--- config.mk ---
export PLATFORM = sky130hd
export DESIGN_NAME = rsc_ctrl
export DESIGN_NICKNAME = d
export VERILOG_FILES = /design/src/rsc_pkg.sv /design/src/rsc_ctrl.sv
export SDC_FILE = /design/constraint.sdc
export NUM_CORES = 1
export LEC_CHECK = 0
export BUFFER_PORTS_ARGS = -buffer_cell sky130_fd_sc_hd__buf_2
export CAP_MARGIN = 20
export CORE_AREA = 5 5 42 44
export CTS_BUF_LIST = sky130_fd_sc_hd__clkbuf_4
export CTS_CLUSTER_SIZE = 8
export DETAILED_ROUTE_END_ITERATION = 16
export DIE_AREA = 0 0 47 49
export GPL_TIMING_DRIVEN = 1
export HOLD_SLACK_MARGIN = 0.03
export PLACE_DENSITY = 0.39
export SETUP_SLACK_MARGIN = 0.3
export SKIP_CTS_REPAIR_TIMING = 1
export SLEW_MARGIN = 10
export SYNTH_ARGS = -nofsm -noshare
export SYNTH_HDL_FRONTEND = slang
export SYNTH_SLANG_ARGS = --single-unit
--- constraint.sdc ---
create_clock -name clk -period 1.1 [get_ports clk]
set_clock_uncertainty 0.05 [all_clocks]
set_input_delay 0.165 -clock clk [delete_from_list [all_inputs] [get_ports clk]]
set_output_delay 0.165 -clock clk [all_outputs]
set_load 0.01 [all_outputs]
--- src/rsc_pkg.sv ---
// ----------------------------------------------------------------------------
// rsc_pkg
// Shared types and constants of the range sum counter.
// ----------------------------------------------------------------------------
package rsc_pkg;

	localparam int MAX_ELEMENTS = 1023;
	localparam int STORE_DEPTH  = MAX_ELEMENTS + 1;
	localparam int ADDR_W       = $clog2(STORE_DEPTH);
	localparam int CNT_W        = $clog2(STORE_DEPTH + 1);

	localparam int VALUE_W      = 32;
	localparam int SUM_W        = VALUE_W + $clog2(STORE_DEPTH);
	localparam int DIFF_W       = SUM_W + 1;
	localparam int HITS_W       = 11;
	localparam int TOTAL_W      = 20;
	localparam logic [TOTAL_W-1:0] TOTAL_MAX = '1;

	// configuration registers, byte address 4*index
	localparam int PADDR_W = 3;
	localparam int PDATA_W = 32;
	localparam logic REG_RANGE_LOW  = 1'b0;
	localparam logic REG_RANGE_HIGH = 1'b1;

	typedef struct packed {
		logic signed [VALUE_W-1:0] value;
		logic                      first;
	} in_item_t;

	typedef struct packed {
		logic [HITS_W-1:0]  ending_here;
		logic [TOTAL_W-1:0] running_total;
		logic               store_full;
	} out_item_t;

	typedef struct packed {
		logic load;
		logic prep;
		logic drop;
		logic scan;
		logic commit;
		logic emit;
	} dp_cmd_t;

	typedef struct packed {
		logic full;
		logic scan_last;
		logic out_free;
	} dp_status_t;

endpackage

--- src/rsc_ctrl.sv ---
// ----------------------------------------------------------------------------
// rsc_ctrl
// Sequencer: accept, set up the window (or drop when the store is full), scan the store, commit, hand off.
// ----------------------------------------------------------------------------
module rsc_ctrl import rsc_pkg::*; (
	input  logic       clk,
	input  logic       arst_n,
	input  logic       in_valid,
	output logic       in_ready,
	input  dp_status_t status,
	output dp_cmd_t    cmd
);

	typedef enum logic [2:0] {
		ST_IDLE,
		ST_PREP,
		ST_SCAN,
		ST_DRAIN,
		ST_COMMIT,
		ST_EMIT
	} state_t;

	state_t state_q;

	assign in_ready = state_q == ST_IDLE;

	always_comb begin
		cmd        = '0;
		cmd.load   = (state_q == ST_IDLE) && in_valid;
		cmd.prep   = (state_q == ST_PREP) && !status.full;
		cmd.drop   = (state_q == ST_PREP) && status.full;
		cmd.scan   = state_q == ST_SCAN;
		cmd.commit = state_q == ST_COMMIT;
		cmd.emit   = (state_q == ST_EMIT) && status.out_free;
	end

	always_ff @(posedge clk or negedge arst_n) begin
		if (!arst_n) begin
			state_q <= ST_IDLE;
		end else begin
			unique case (state_q)
				ST_IDLE: begin
					if (in_valid) state_q <= ST_PREP;
				end
				ST_PREP: begin
					state_q <= status.full ? ST_EMIT : ST_SCAN;
				end
				ST_SCAN: begin
					if (status.scan_last) state_q <= ST_DRAIN;
				end
				ST_DRAIN: begin
					state_q <= ST_COMMIT;
				end
				ST_COMMIT: begin
					state_q <= ST_EMIT;
				end
				ST_EMIT: begin
					if (status.out_free) state_q <= ST_IDLE;
				end
				default: begin
					state_q <= ST_IDLE;
				end
			endcase
		end
	end

endmodule

Word level (Yosys, flattened, before mapping)
Index checks and enable logic that the tools add are counted.
{ "totals": {"regBits": 3, "out_inout_bits": 7, "elab_cells": 21} }
{ "op_classes": {"reduce_logical": 7, "n_eq_ne": 8, "mux": 5} }
{ "op_table": {"columns": ["cell", "count"], "rows": [
  ["$pmux W3 S6", 1],
  ["$mux W3", 4],
  ["$eq A3 B2 Y1 const B", 2],
  ["$eq A3 B3 Y1 const B", 2],
  ["$ne A2 B2 Y1 const B", 3],
  ["$logic_and A1 B1 Y1", 4],
  ["$eq A3 B1 Y1 const B", 1],
  ["$logic_not A3 Y1", 1],
  ["$reduce_and A3 Y1", 1],
  ["$logic_not A1 Y1", 1]
]} }

Longest topological paths before layout
Gate-level depths: netlist of the first run.
{ "logic_depth": {"depth_word": 3, "depth_mapped": 2} }

Worst setup path after synthesis of the first run
Ideal clock, no wire load.
{ "synth_path": {"kind": "register -> output", "start": "register state_q[2]", "end": "output cmd[5] in the netlist's numbering", "t_arrival_ps": 1004, "slack_ps": -119, "path_buffers": 0, "required_ps": 885, "stages_incl_launch_ff": 3, "path_cell_list": "dfrtp_1 -> nor3_1 -> and2_1"} }
{ "synth_rtl": {"columns": ["item", "line", "rtl"], "rows": [
  ["start: declaration", "rsc_ctrl.sv:23", "state_t state_q;"],
  ["start signal: assignment", "rsc_ctrl.sv:46", "state_q <= status.full ? ST_EMIT : ST_SCAN;"],
  ["end: declaration", "rsc_ctrl.sv:11", "output dp_cmd_t cmd"]
]} }

==> impl_metrics.env, run 1 <==
export IMPL_post_dp_cell_area_sq_um=309
export IMPL_first_global_vias=255
export IMPL_stdcell_count=60
export IMPL_use_met3_pct=2.21
export IMPL_fp_dieH_um=49
export IMPL_first_iter_violations=8
export IMPL_fp_dieW_um=47
export IMPL_drtPass1Iterations=4
export IMPL_finalNetCount=51
export IMPL_ant_nets=0
export IMPL_cts_root_buf="clkbuf_4"
export IMPL_endpoint_kind="output port"
export IMPL_synthCells=21
export IMPL_crit_arrival_ps=1150
export IMPL_top_register="state_q"
export IMPL_clk_pin_slew_ps=40
export IMPL_dp_cells=50
export IMPL_hold_class="in2async"
export IMPL_p_total_mw=1.35
export IMPL_tightestPinTransition_ps=179
export IMPL_crit_required_ps=880
export IMPL_syn_num_nets=27
export IMPL_clk_insertion_delay_late_ps=230
export IMPL_avgSynthCellArea_sq_um=9.18
export IMPL_reg_largest_list="state_q: 3 flops"
export IMPL_synth_seq_cells=3
export IMPL_grt_overflow=0
export IMPL_failed_checks="setup timing"
export IMPL_drv_slew=0
export IMPL_hpwl_um=440
export IMPL_finalHoldViolations=0
export IMPL_port_buffers=12
export IMPL_route_detailed_drc=0
export IMPL_yosys_cell_types_count=16
export IMPL_max_freq_mhz=734
export IMPL_grt_pass1_wl_um=986
export IMPL_irDropWorstVdd_v=0.000976
export IMPL_synthToLayoutAreaGrowth_pct=129
export IMPL_largest_reg_flops=3
export IMPL_fin_ws_ps=-263
export IMPL_cts_sinks=3
export IMPL_avgRoutedWirePerCell_um=12.1
export IMPL_start_kind="flip-flop"
export IMPL_die_area_sq_um=2300
export IMPL_outcome="finished, violations left"
export IMPL_layout_common_cells="buf_2, buf_4, clkbuf_4"
export IMPL_cts_made_buffers=3
export IMPL_top_usage_layer="met2"
export IMPL_cts_tree="yes"
export IMPL_viasPerCell=4.42
export IMPL_mostFrequentLayoutCell="buf_2"
export IMPL_placeableCoreArea_sq_um=1400
export IMPL_yosys_warnings=0
export IMPL_p_leak_nw=0.206
export IMPL_h_tree_depth=1
export IMPL_antenna_found_initial=0
export IMPL_worstSetupPathType="reg2out"
export IMPL_use_met1_pct=7.51
export IMPL_cts_buffer_depth=2
export IMPL_initial_core_util_pct=13.8
export IMPL_grt_usage_pct=6.28
export IMPL_r2r_setup_slack_ps=-140
export IMPL_diodes=0
export IMPL_netlist_area_sq_um=193
export IMPL_maxCapViolations=0
export IMPL_final_layout_size_suffix_gt1_share_pct=81.8
export IMPL_core_rowCount=14
export IMPL_ios=13
export IMPL_period_minus_slack_ps=1360
export IMPL_path_max_fanout=7
export IMPL_design_area_sq_um=440
export IMPL_power_density_nw_per_um2=3060
export IMPL_routed_wl_um=727
export IMPL_rsz0062_at_grt="yes"
export IMPL_route_vias_total=265
export IMPL_grtUsageMet2_pct=7.69
export IMPL_grt_start_max_net_pins=10
export IMPL_min_period_over_period_pct=124
export IMPL_ys_seq_area_share_pct=39.0
export IMPL_finalSetupViolCount=9
export IMPL_gp_congestion=0.707
export IMPL_slew_headroom_pct=87.9
## stage by stage
| stage | worst slack [ps] | setup TNS (ps) | util, % | hold slack (ps) |
|---|---|---|---|---|
| floorplan | 24.9 | 0 | - | -181 |
| global placement | -33.9 | -94.0 | 22.1 | -90.6 |
| detailed placement | -50.7 | -180 | 22.1 | -87.2 |
| CTS | -315 | -1930 | 24.2 | -344 |
| global route | -314 | -2180 | 31.4 | 210 |
| finish | -263 | -1710 | 31.4 | 201 |
## final cells by class
class	count	area, sq um
well taps	16	20.0
clock buffers	4	30.0
repair buffers	19	131
inverters	1	3.75
fillers	162	961
flip-flops and latches	3	78.8
multi-input cells	17	176
## worst max-delay path: stages (launching register included)
cell	delay (ps)
dfrtp_2	460
nor3_4	200
and2_4	160
buf_6	90
## cells in the mapped netlist (all sizes together)
library cell	instances	share of area (%)
and2	2	6.5
nand4bb	1	5.8
nor2	2	3.9
inv	1	1.9
o21ai	1	2.6
or2	1	3.2
a21oi	1	2.6
dfrtp	3	39
nor3	1	2.6
or3b	1	4.5
o221ai	1	4.5
nand2b	2	6.5
mux2i	1	5.2
nor4b	1	4.5
o22ai	1	3.2
nor2b	1	3.2
## cells by family after synthesis
| family | after synthesis | synth area share, % |
|---|---|---|
| DFF | 3 | 39.0 |
| buffers and inverters | 1 | 1.95 |
| and+or+nand+nor | 12 | 40.9 |
| muxes | 1 | 5.20 |
| AOI/OAI and AO/OA | 4 | 13.0 |
## routing by layer
metal  up-vias  part of all wire [%]
met4         0                   2.3
li1        124                     -
met1       123                    48
met3         2                   8.4
met5         -                     0
met2        16                    41
## final timing paths
kind | start | cells past startpoint | to
min reg2reg | state_q[2] | 1 | state_q[2]
max reg2reg | state_q[1] | 3 | state_q[1]
max | state_q[2] | 3 | cmd[5]
min | arst_n | 2 | state_q[1]
max in group asynchronous | arst_n | 2 | state_q[0]
min in group clk | status[1] | 3 | state_q[0]
## where the power goes
| group | internal, mW | switching, mW |
|---|---|---|
| clock network | 0.161 | 0.0599 |
| registers | 0.180 | 0.153 |
| logic | 0.495 | 0.301 |
Note: power is estimated with default switching activity, not from simulation.
==> run 2: changes to the inputs <==
Settings changed: ABC_AREA from default to 1, PLACE_DENSITY 0.39 to 0.41.
==> impl_metrics.env, run 2 <==
export IMPL_path_buf_inv=1
export IMPL_synth_xor_area_share_pct=0
export IMPL_largest_reg_flops=3
export IMPL_avgSynthCellArea_sq_um=6.08
export IMPL_design_area_sq_um=448
export IMPL_failed_checks="setup timing"
export IMPL_synth_most_common_cell="nand2_1"
export IMPL_drv_slew=0
export IMPL_yosys_top_cells_area="dfrtp_1, nand2_1, inv_1, nand3_1, nor2_1"
export IMPL_crit_arrival_ps=1120
export IMPL_period_minus_slack_ps=1330
export IMPL_placeableCoreArea_sq_um=1400
export IMPL_min_period_over_period_pct=121
export IMPL_synth_area_leader_cell="dfrtp_1"
export IMPL_die_area_sq_um=2300
export IMPL_cts_buffer_depth=2
export IMPL_path_max_fanout=5
export IMPL_netlist_area_sq_um=219
export IMPL_synth_seq_cells=3
export IMPL_yosys_cell_types_count=12
export IMPL_multi_input_area_sq_um=168
export IMPL_outcome="finished, violations left"
export IMPL_post_dp_cell_area_sq_um=352
export IMPL_avgRoutedWirePerCell_um=8.76
export IMPL_regArea_sq_um=78.8
export IMPL_mostFrequentLayoutCell="buf_2"
export IMPL_viasPerCell=3.89
export IMPL_timing_rr_start="state_q[0]"
export IMPL_dp_cells=66
export IMPL_route_vias_total=280
export IMPL_irDropWorstVdd_v=0.000976
export IMPL_worstRegToRegCells=6
export IMPL_fp_dieW_um=47
export IMPL_power_frac_comb_pct=56.4
export IMPL_synth_compound_area_share_pct=6.86
export IMPL_first_iter_violations=0
export IMPL_synth_area_mux_share_pct=0
export IMPL_routed_wl_um=631
export IMPL_initial_core_util_pct=15.6
export IMPL_maxCapViolations=0
export IMPL_diodes=0
export IMPL_route_detailed_drc=0
export IMPL_port_buffers=12
export IMPL_synthSimpleGateAreaFrac_pct=41.7
export IMPL_cts_tree="yes"
export IMPL_final_layout_size_suffix_gt1_share_pct=67.9
export IMPL_ios=13
export IMPL_crit_family="flip-flops"
export IMPL_fin_tns_setup_ps=-1520
export IMPL_endpoint_kind="output port"
export IMPL_clk_pin_slew_ps=40
export IMPL_cpMostUsedCell="nor2_2"
export IMPL_max_freq_mhz=751
export IMPL_worstReg2RegEnd="state_q[1]"
export IMPL_p_sw_mw=0.539
export IMPL_p_leak_nw=0.248
export IMPL_synthCells=36
export IMPL_rsz0062_at_grt="yes"
export IMPL_grt_overflow=0
export IMPL_hpwl_um=503
export IMPL_drtPass1Iterations=1
export IMPL_hold_class="in2async"
export IMPL_ant_nets=0
export IMPL_fp_dieH_um=49
export IMPL_synthFlopType="dfrtp_1"
export IMPL_finalSetupViolCount=8
export IMPL_synthToLayoutAreaGrowth_pct=105
export IMPL_start_kind="flip-flop"
export IMPL_grt_start_max_net_pins=8
export IMPL_slew_headroom_pct=86.8
export IMPL_synthDominantCellAreaShare_pct=34.3
export IMPL_syn_num_nets=42
export IMPL_cts_sinks=3
export IMPL_cts_root_buf="clkbuf_4"
export IMPL_p_clk_share_pct=18.1
export IMPL_grt_usage_pct=6.35
export IMPL_synth_edf_count=0
export IMPL_antenna_found_initial=0
export IMPL_cp_cell_sequence="nor2_2 -> nand2_1 -> nor2_2 -> buf_2"
export IMPL_synthArstFlopShare_pct=100
export IMPL_reg_largest_list="state_q: 3 flops"
export IMPL_switching_share_pct=46.1
export IMPL_cts_made_buffers=3
export IMPL_yosys_warnings=0
export IMPL_h_tree_depth=1
export IMPL_finalNetCount=63
export IMPL_gp_congestion=0.668
export IMPL_ys_seq_area_share_pct=34.3
export IMPL_top_register="state_q"
export IMPL_first_global_vias=260
export IMPL_fin_util_pct=32.0
export IMPL_layout_common_cells="buf_2, nand2_1, inv_1"
export IMPL_fin_ws_ps=-231
export IMPL_power_frac_seq_pct=25.6
export IMPL_slowest_stage="dfrtp_2"
export IMPL_tightestPinTransition_ps=198
export IMPL_r2r_setup_slack_ps=-10
export IMPL_slowest_delay_ps=460
export IMPL_stdcell_count=72
export IMPL_core_rowCount=14
export IMPL_p_int_mw=0.630
export IMPL_nFillCells=163
export IMPL_grt_pass1_wl_um=1060
export IMPL_worstSetupPathType="reg2out"
export IMPL_ys_top_cells_by_count="nand2_1, inv_1, nor2_1"
export IMPL_synth_adder_area_share_pct=0
export IMPL_holdWs_ps=211
export IMPL_finalHoldViolations=0
export IMPL_power_density_nw_per_um2=2610
export IMPL_crit_required_ps=880
export IMPL_clk_insertion_delay_late_ps=230
export IMPL_synth_top_family_by_area="simple AND/OR/NAND/NOR gates"
run 2: cell count changes in the layout (fill, tap and decap cells not counted), moves of 2 or more:
cell      delta
nand2_1      +8
inv_1        +5
buf_4        -4
inv_4        +3
and2_4       -2
nand2b_4     -2
nand3_1      +2
nor2_2       +2
run 2: through the flow:
step                power (mW)  setup WS, ps
floorplan                0.599           117
global placement         0.802          4.17
detailed placement       0.798          6.14
CTS                       1.02          -248
global route              1.30          -314
finish                    1.17          -231
run 2: routing by layer:
layer	wire length [um]	global-route usage (%)	share of wire (%)	vias to the layer above
met1	299	8.63	47	119
met5	0	0	0	-
met2	285	8.14	45	9
li1	-	-	-	152
met3	47	3.32	7.4	0
met4	0	2.76	0	0
run 2: worst max path at each step:
| stage | end | startpoint | slack (ps) | depth (start not counted) |
|---|---|---|---|---|
| after floorplan | cmd[5] | state_q[1] | 120 | 3 |
| after global placement | cmd[5] | state_q[1] | 4 | 4 |
| after detailed placement | cmd[5] | state_q[1] | 6 | 4 |
| after CTS | cmd[5] | state_q[1] | -250 | 4 |
| after global routing | cmd[1] | state_q[0] | -310 | 2 |
| final | cmd[5] | state_q[1] | -230 | 4 |
run 2: layout make-up:
type / count / share of cell area, %
multi-input cells: 23 / 37.4
well taps: 16 / 4.47
repair buffers: 16 / 23.7
inverters: 10 / 10.1
flip-flops and latches: 3 / 17.6
clock buffers: 4 / 6.70
run 2: kinds of logic after synthesis:
logic type / Yosys count
AO/OA/AOI/OAI: 3
flip-flops: 3
AND/OR/NAND/NOR: 20
buffers and inverters: 10
run 2: power groups by stage:
| stage | Combinational, mW | Sequential [mW] | Clock (mW) |
|---|---|---|---|
| floorplan | 0.352 | 0.248 | 0 |
| global placement | 0.539 | 0.263 | 0 |
| detailed placement | 0.534 | 0.264 | 0 |
| CTS | 0.537 | 0.263 | 0.224 |
| global route | 0.746 | 0.312 | 0.241 |
| finish | 0.658 | 0.299 | 0.211 |
==> run 3: changes to the inputs <==
Settings changed: ABC_AREA 1 to default, CELL_PAD_IN_SITES_DETAIL_PLACEMENT from default to 1, CELL_PAD_IN_SITES_GLOBAL_PLACEMENT from default to 1, PLACE_DENSITY 0.41 to 0.5.
==> impl_metrics.env, run 3 (synthesized netlist as in run 1, its figures left out) <==
export IMPL_cts_made_buffers=3
export IMPL_path_max_fanout=7
export IMPL_gp_congestion=0.689
export IMPL_routed_wl_um=738
export IMPL_crit_arrival_ps=1160
export IMPL_grt_usage_pct=7.49
export IMPL_p_int_mw=0.820
export IMPL_worstReg2RegEnd="state_q[1]"
export IMPL_irDropWorstVdd_v=0.000742
export IMPL_use_met3_pct=6.64
export IMPL_grt_overflow=0
export IMPL_top_register="state_q"
export IMPL_core_rowCount=14
export IMPL_maxCapViolations=0
export IMPL_cts_root_buf="clkbuf_4"
export IMPL_hold_class="in2reg"
export IMPL_top_usage_layer="met1"
export IMPL_tightestPinTransition_ps=175
export IMPL_stdcell_count=59
export IMPL_placeableCoreArea_sq_um=1400
export IMPL_power_frac_comb_pct=57.5
export IMPL_grt_start_max_net_pins=10
export IMPL_finalHoldViolations=0
export IMPL_first_global_vias=216
export IMPL_grt_pass1_wl_um=1080
export IMPL_power_frac_seq_pct=25.4
export IMPL_route_vias_total=244
export IMPL_start_kind="flip-flop"
export IMPL_ant_nets=0
export IMPL_use_met1_pct=9.53
export IMPL_max_freq_mhz=726
export IMPL_path_buf_inv=1
export IMPL_largest_reg_flops=3
export IMPL_cts_buffer_depth=2
export IMPL_hpwl_um=503
export IMPL_p_sw_mw=0.513
export IMPL_worstRegToRegCells=3
export IMPL_failed_checks="setup timing"
export IMPL_cts_tree="yes"
export IMPL_r2r_setup_slack_ps=-90
export IMPL_outcome="finished, violations left"
export IMPL_finalNetCount=50
export IMPL_place_ws_ps=-59.2
export IMPL_p_leak_nw=0.197
export IMPL_crit_family="flip-flops"
export IMPL_synthToLayoutAreaGrowth_pct=126
export IMPL_holdWs_ps=181
export IMPL_slowest_stage="dfrtp_2"
export IMPL_whs_endpoint="state_q[0]"
export IMPL_finalSetupViolCount=9
export IMPL_fp_dieW_um=47
export IMPL_drv_slew=0
export IMPL_rsz0062_at_grt="yes"
export IMPL_hold_depth=3
export IMPL_diodes=0
export IMPL_viasPerCell=4.14
export IMPL_h_tree_depth=1
export IMPL_port_buffers=12
export IMPL_clk_pin_slew_ps=40
export IMPL_route_detailed_drc=0
export IMPL_final_layout_size_suffix_gt1_share_pct=83.7
export IMPL_slew_headroom_pct=88.1
export IMPL_first_iter_violations=3
export IMPL_fin_ws_ps=-277
export IMPL_slowest_delay_ps=470
export IMPL_dp_cells=52
export IMPL_fp_dieH_um=49
export IMPL_die_area_sq_um=2300
export IMPL_p_clk_share_pct=17.1
export IMPL_endpoint_kind="output port"
export IMPL_clk_insertion_delay_late_ps=240
export IMPL_period_minus_slack_ps=1380
export IMPL_switching_share_pct=38.5
export IMPL_cts_sinks=3
export IMPL_cp_cell_sequence="nor3_4 -> and2_4 -> buf_6"
export IMPL_min_period_over_period_pct=125
export IMPL_ios=13
export IMPL_initial_core_util_pct=13.8
export IMPL_power_density_nw_per_um2=3060
export IMPL_antenna_found_initial=0
export IMPL_worstSetupPathType="reg2out"
export IMPL_avgRoutedWirePerCell_um=12.5
export IMPL_reg_largest_list="state_q: 3 flops"
export IMPL_timing_rr_start="state_q[0]"
export IMPL_mostFrequentLayoutCell="buf_2"
export IMPL_crit_required_ps=880
export IMPL_drtPass1Iterations=3
export IMPL_layout_common_cells="buf_2, clkbuf_4, buf_4"
export IMPL_grtUsageMet2_pct=6.11
export IMPL_min_from="status[1]"
## run 3: tightest hold or removal path: cells and delay by family
| family | cells | cell delay [ps] |
|---|---|---|
| buf+inv | 1 | 80 |
| compound gates | 1 | 120 |
| mux | 1 | 60 |
## run 3: per-stage QoR
step	TNS [ps]	cell area, sq um	total power, mW	utilization (%)
after floorplan	0	221	0.614	-
after global placement	-107	324	0.851	23.1
after detailed placement	-182	324	0.856	23.1
after CTS	-1920	354	1.09	25.3
after global routing	-2260	435	1.43	31.1
final	-1750	435	1.33	31.1
## run 3: final cells by class
cell class	instances	area, sq um
fill	171	966
clock buffer	4	30.0
timing repair buffer	18	124
sequential	3	78.8
multi-input combinational	17	179
inverter	1	3.75
tap	16	20.0
## run 3: routing by layer
metal | up-vias | wire, um
li1 | 121 | -
met1 | 104 | 327
met2 | 15 | 277
met3 | 4 | 106
met4 | 0 | 27
met5 | - | 0
## run 3: worst max path at each step
stage | startpoint | slack [ps] | depth (start not counted) | end
4_1_cts | state_q[1] | -320 | 3 | cmd[0]
6_report | state_q[2] | -280 | 3 | cmd[5]
3_5_place_dp | state_q[1] | -60 | 3 | cmd[0]
2_1_floorplan | state_q[1] | 20 | 2 | cmd[5]
3_3_place_gp | state_q[1] | -40 | 3 | cmd[0]
5_1_grt | state_q[2] | -340 | 3 | cmd[5]
## run 3: power groups by stage
stage | logic (mW) | registers, mW | clock network [mW]
5_1_grt | 0.821 | 0.354 | 0.256
2_1_floorplan | 0.319 | 0.295 | 0
4_1_cts | 0.535 | 0.321 | 0.236
3_5_place_dp | 0.533 | 0.323 | 0
6_report | 0.766 | 0.338 | 0.228
3_3_place_gp | 0.533 | 0.318 | 0
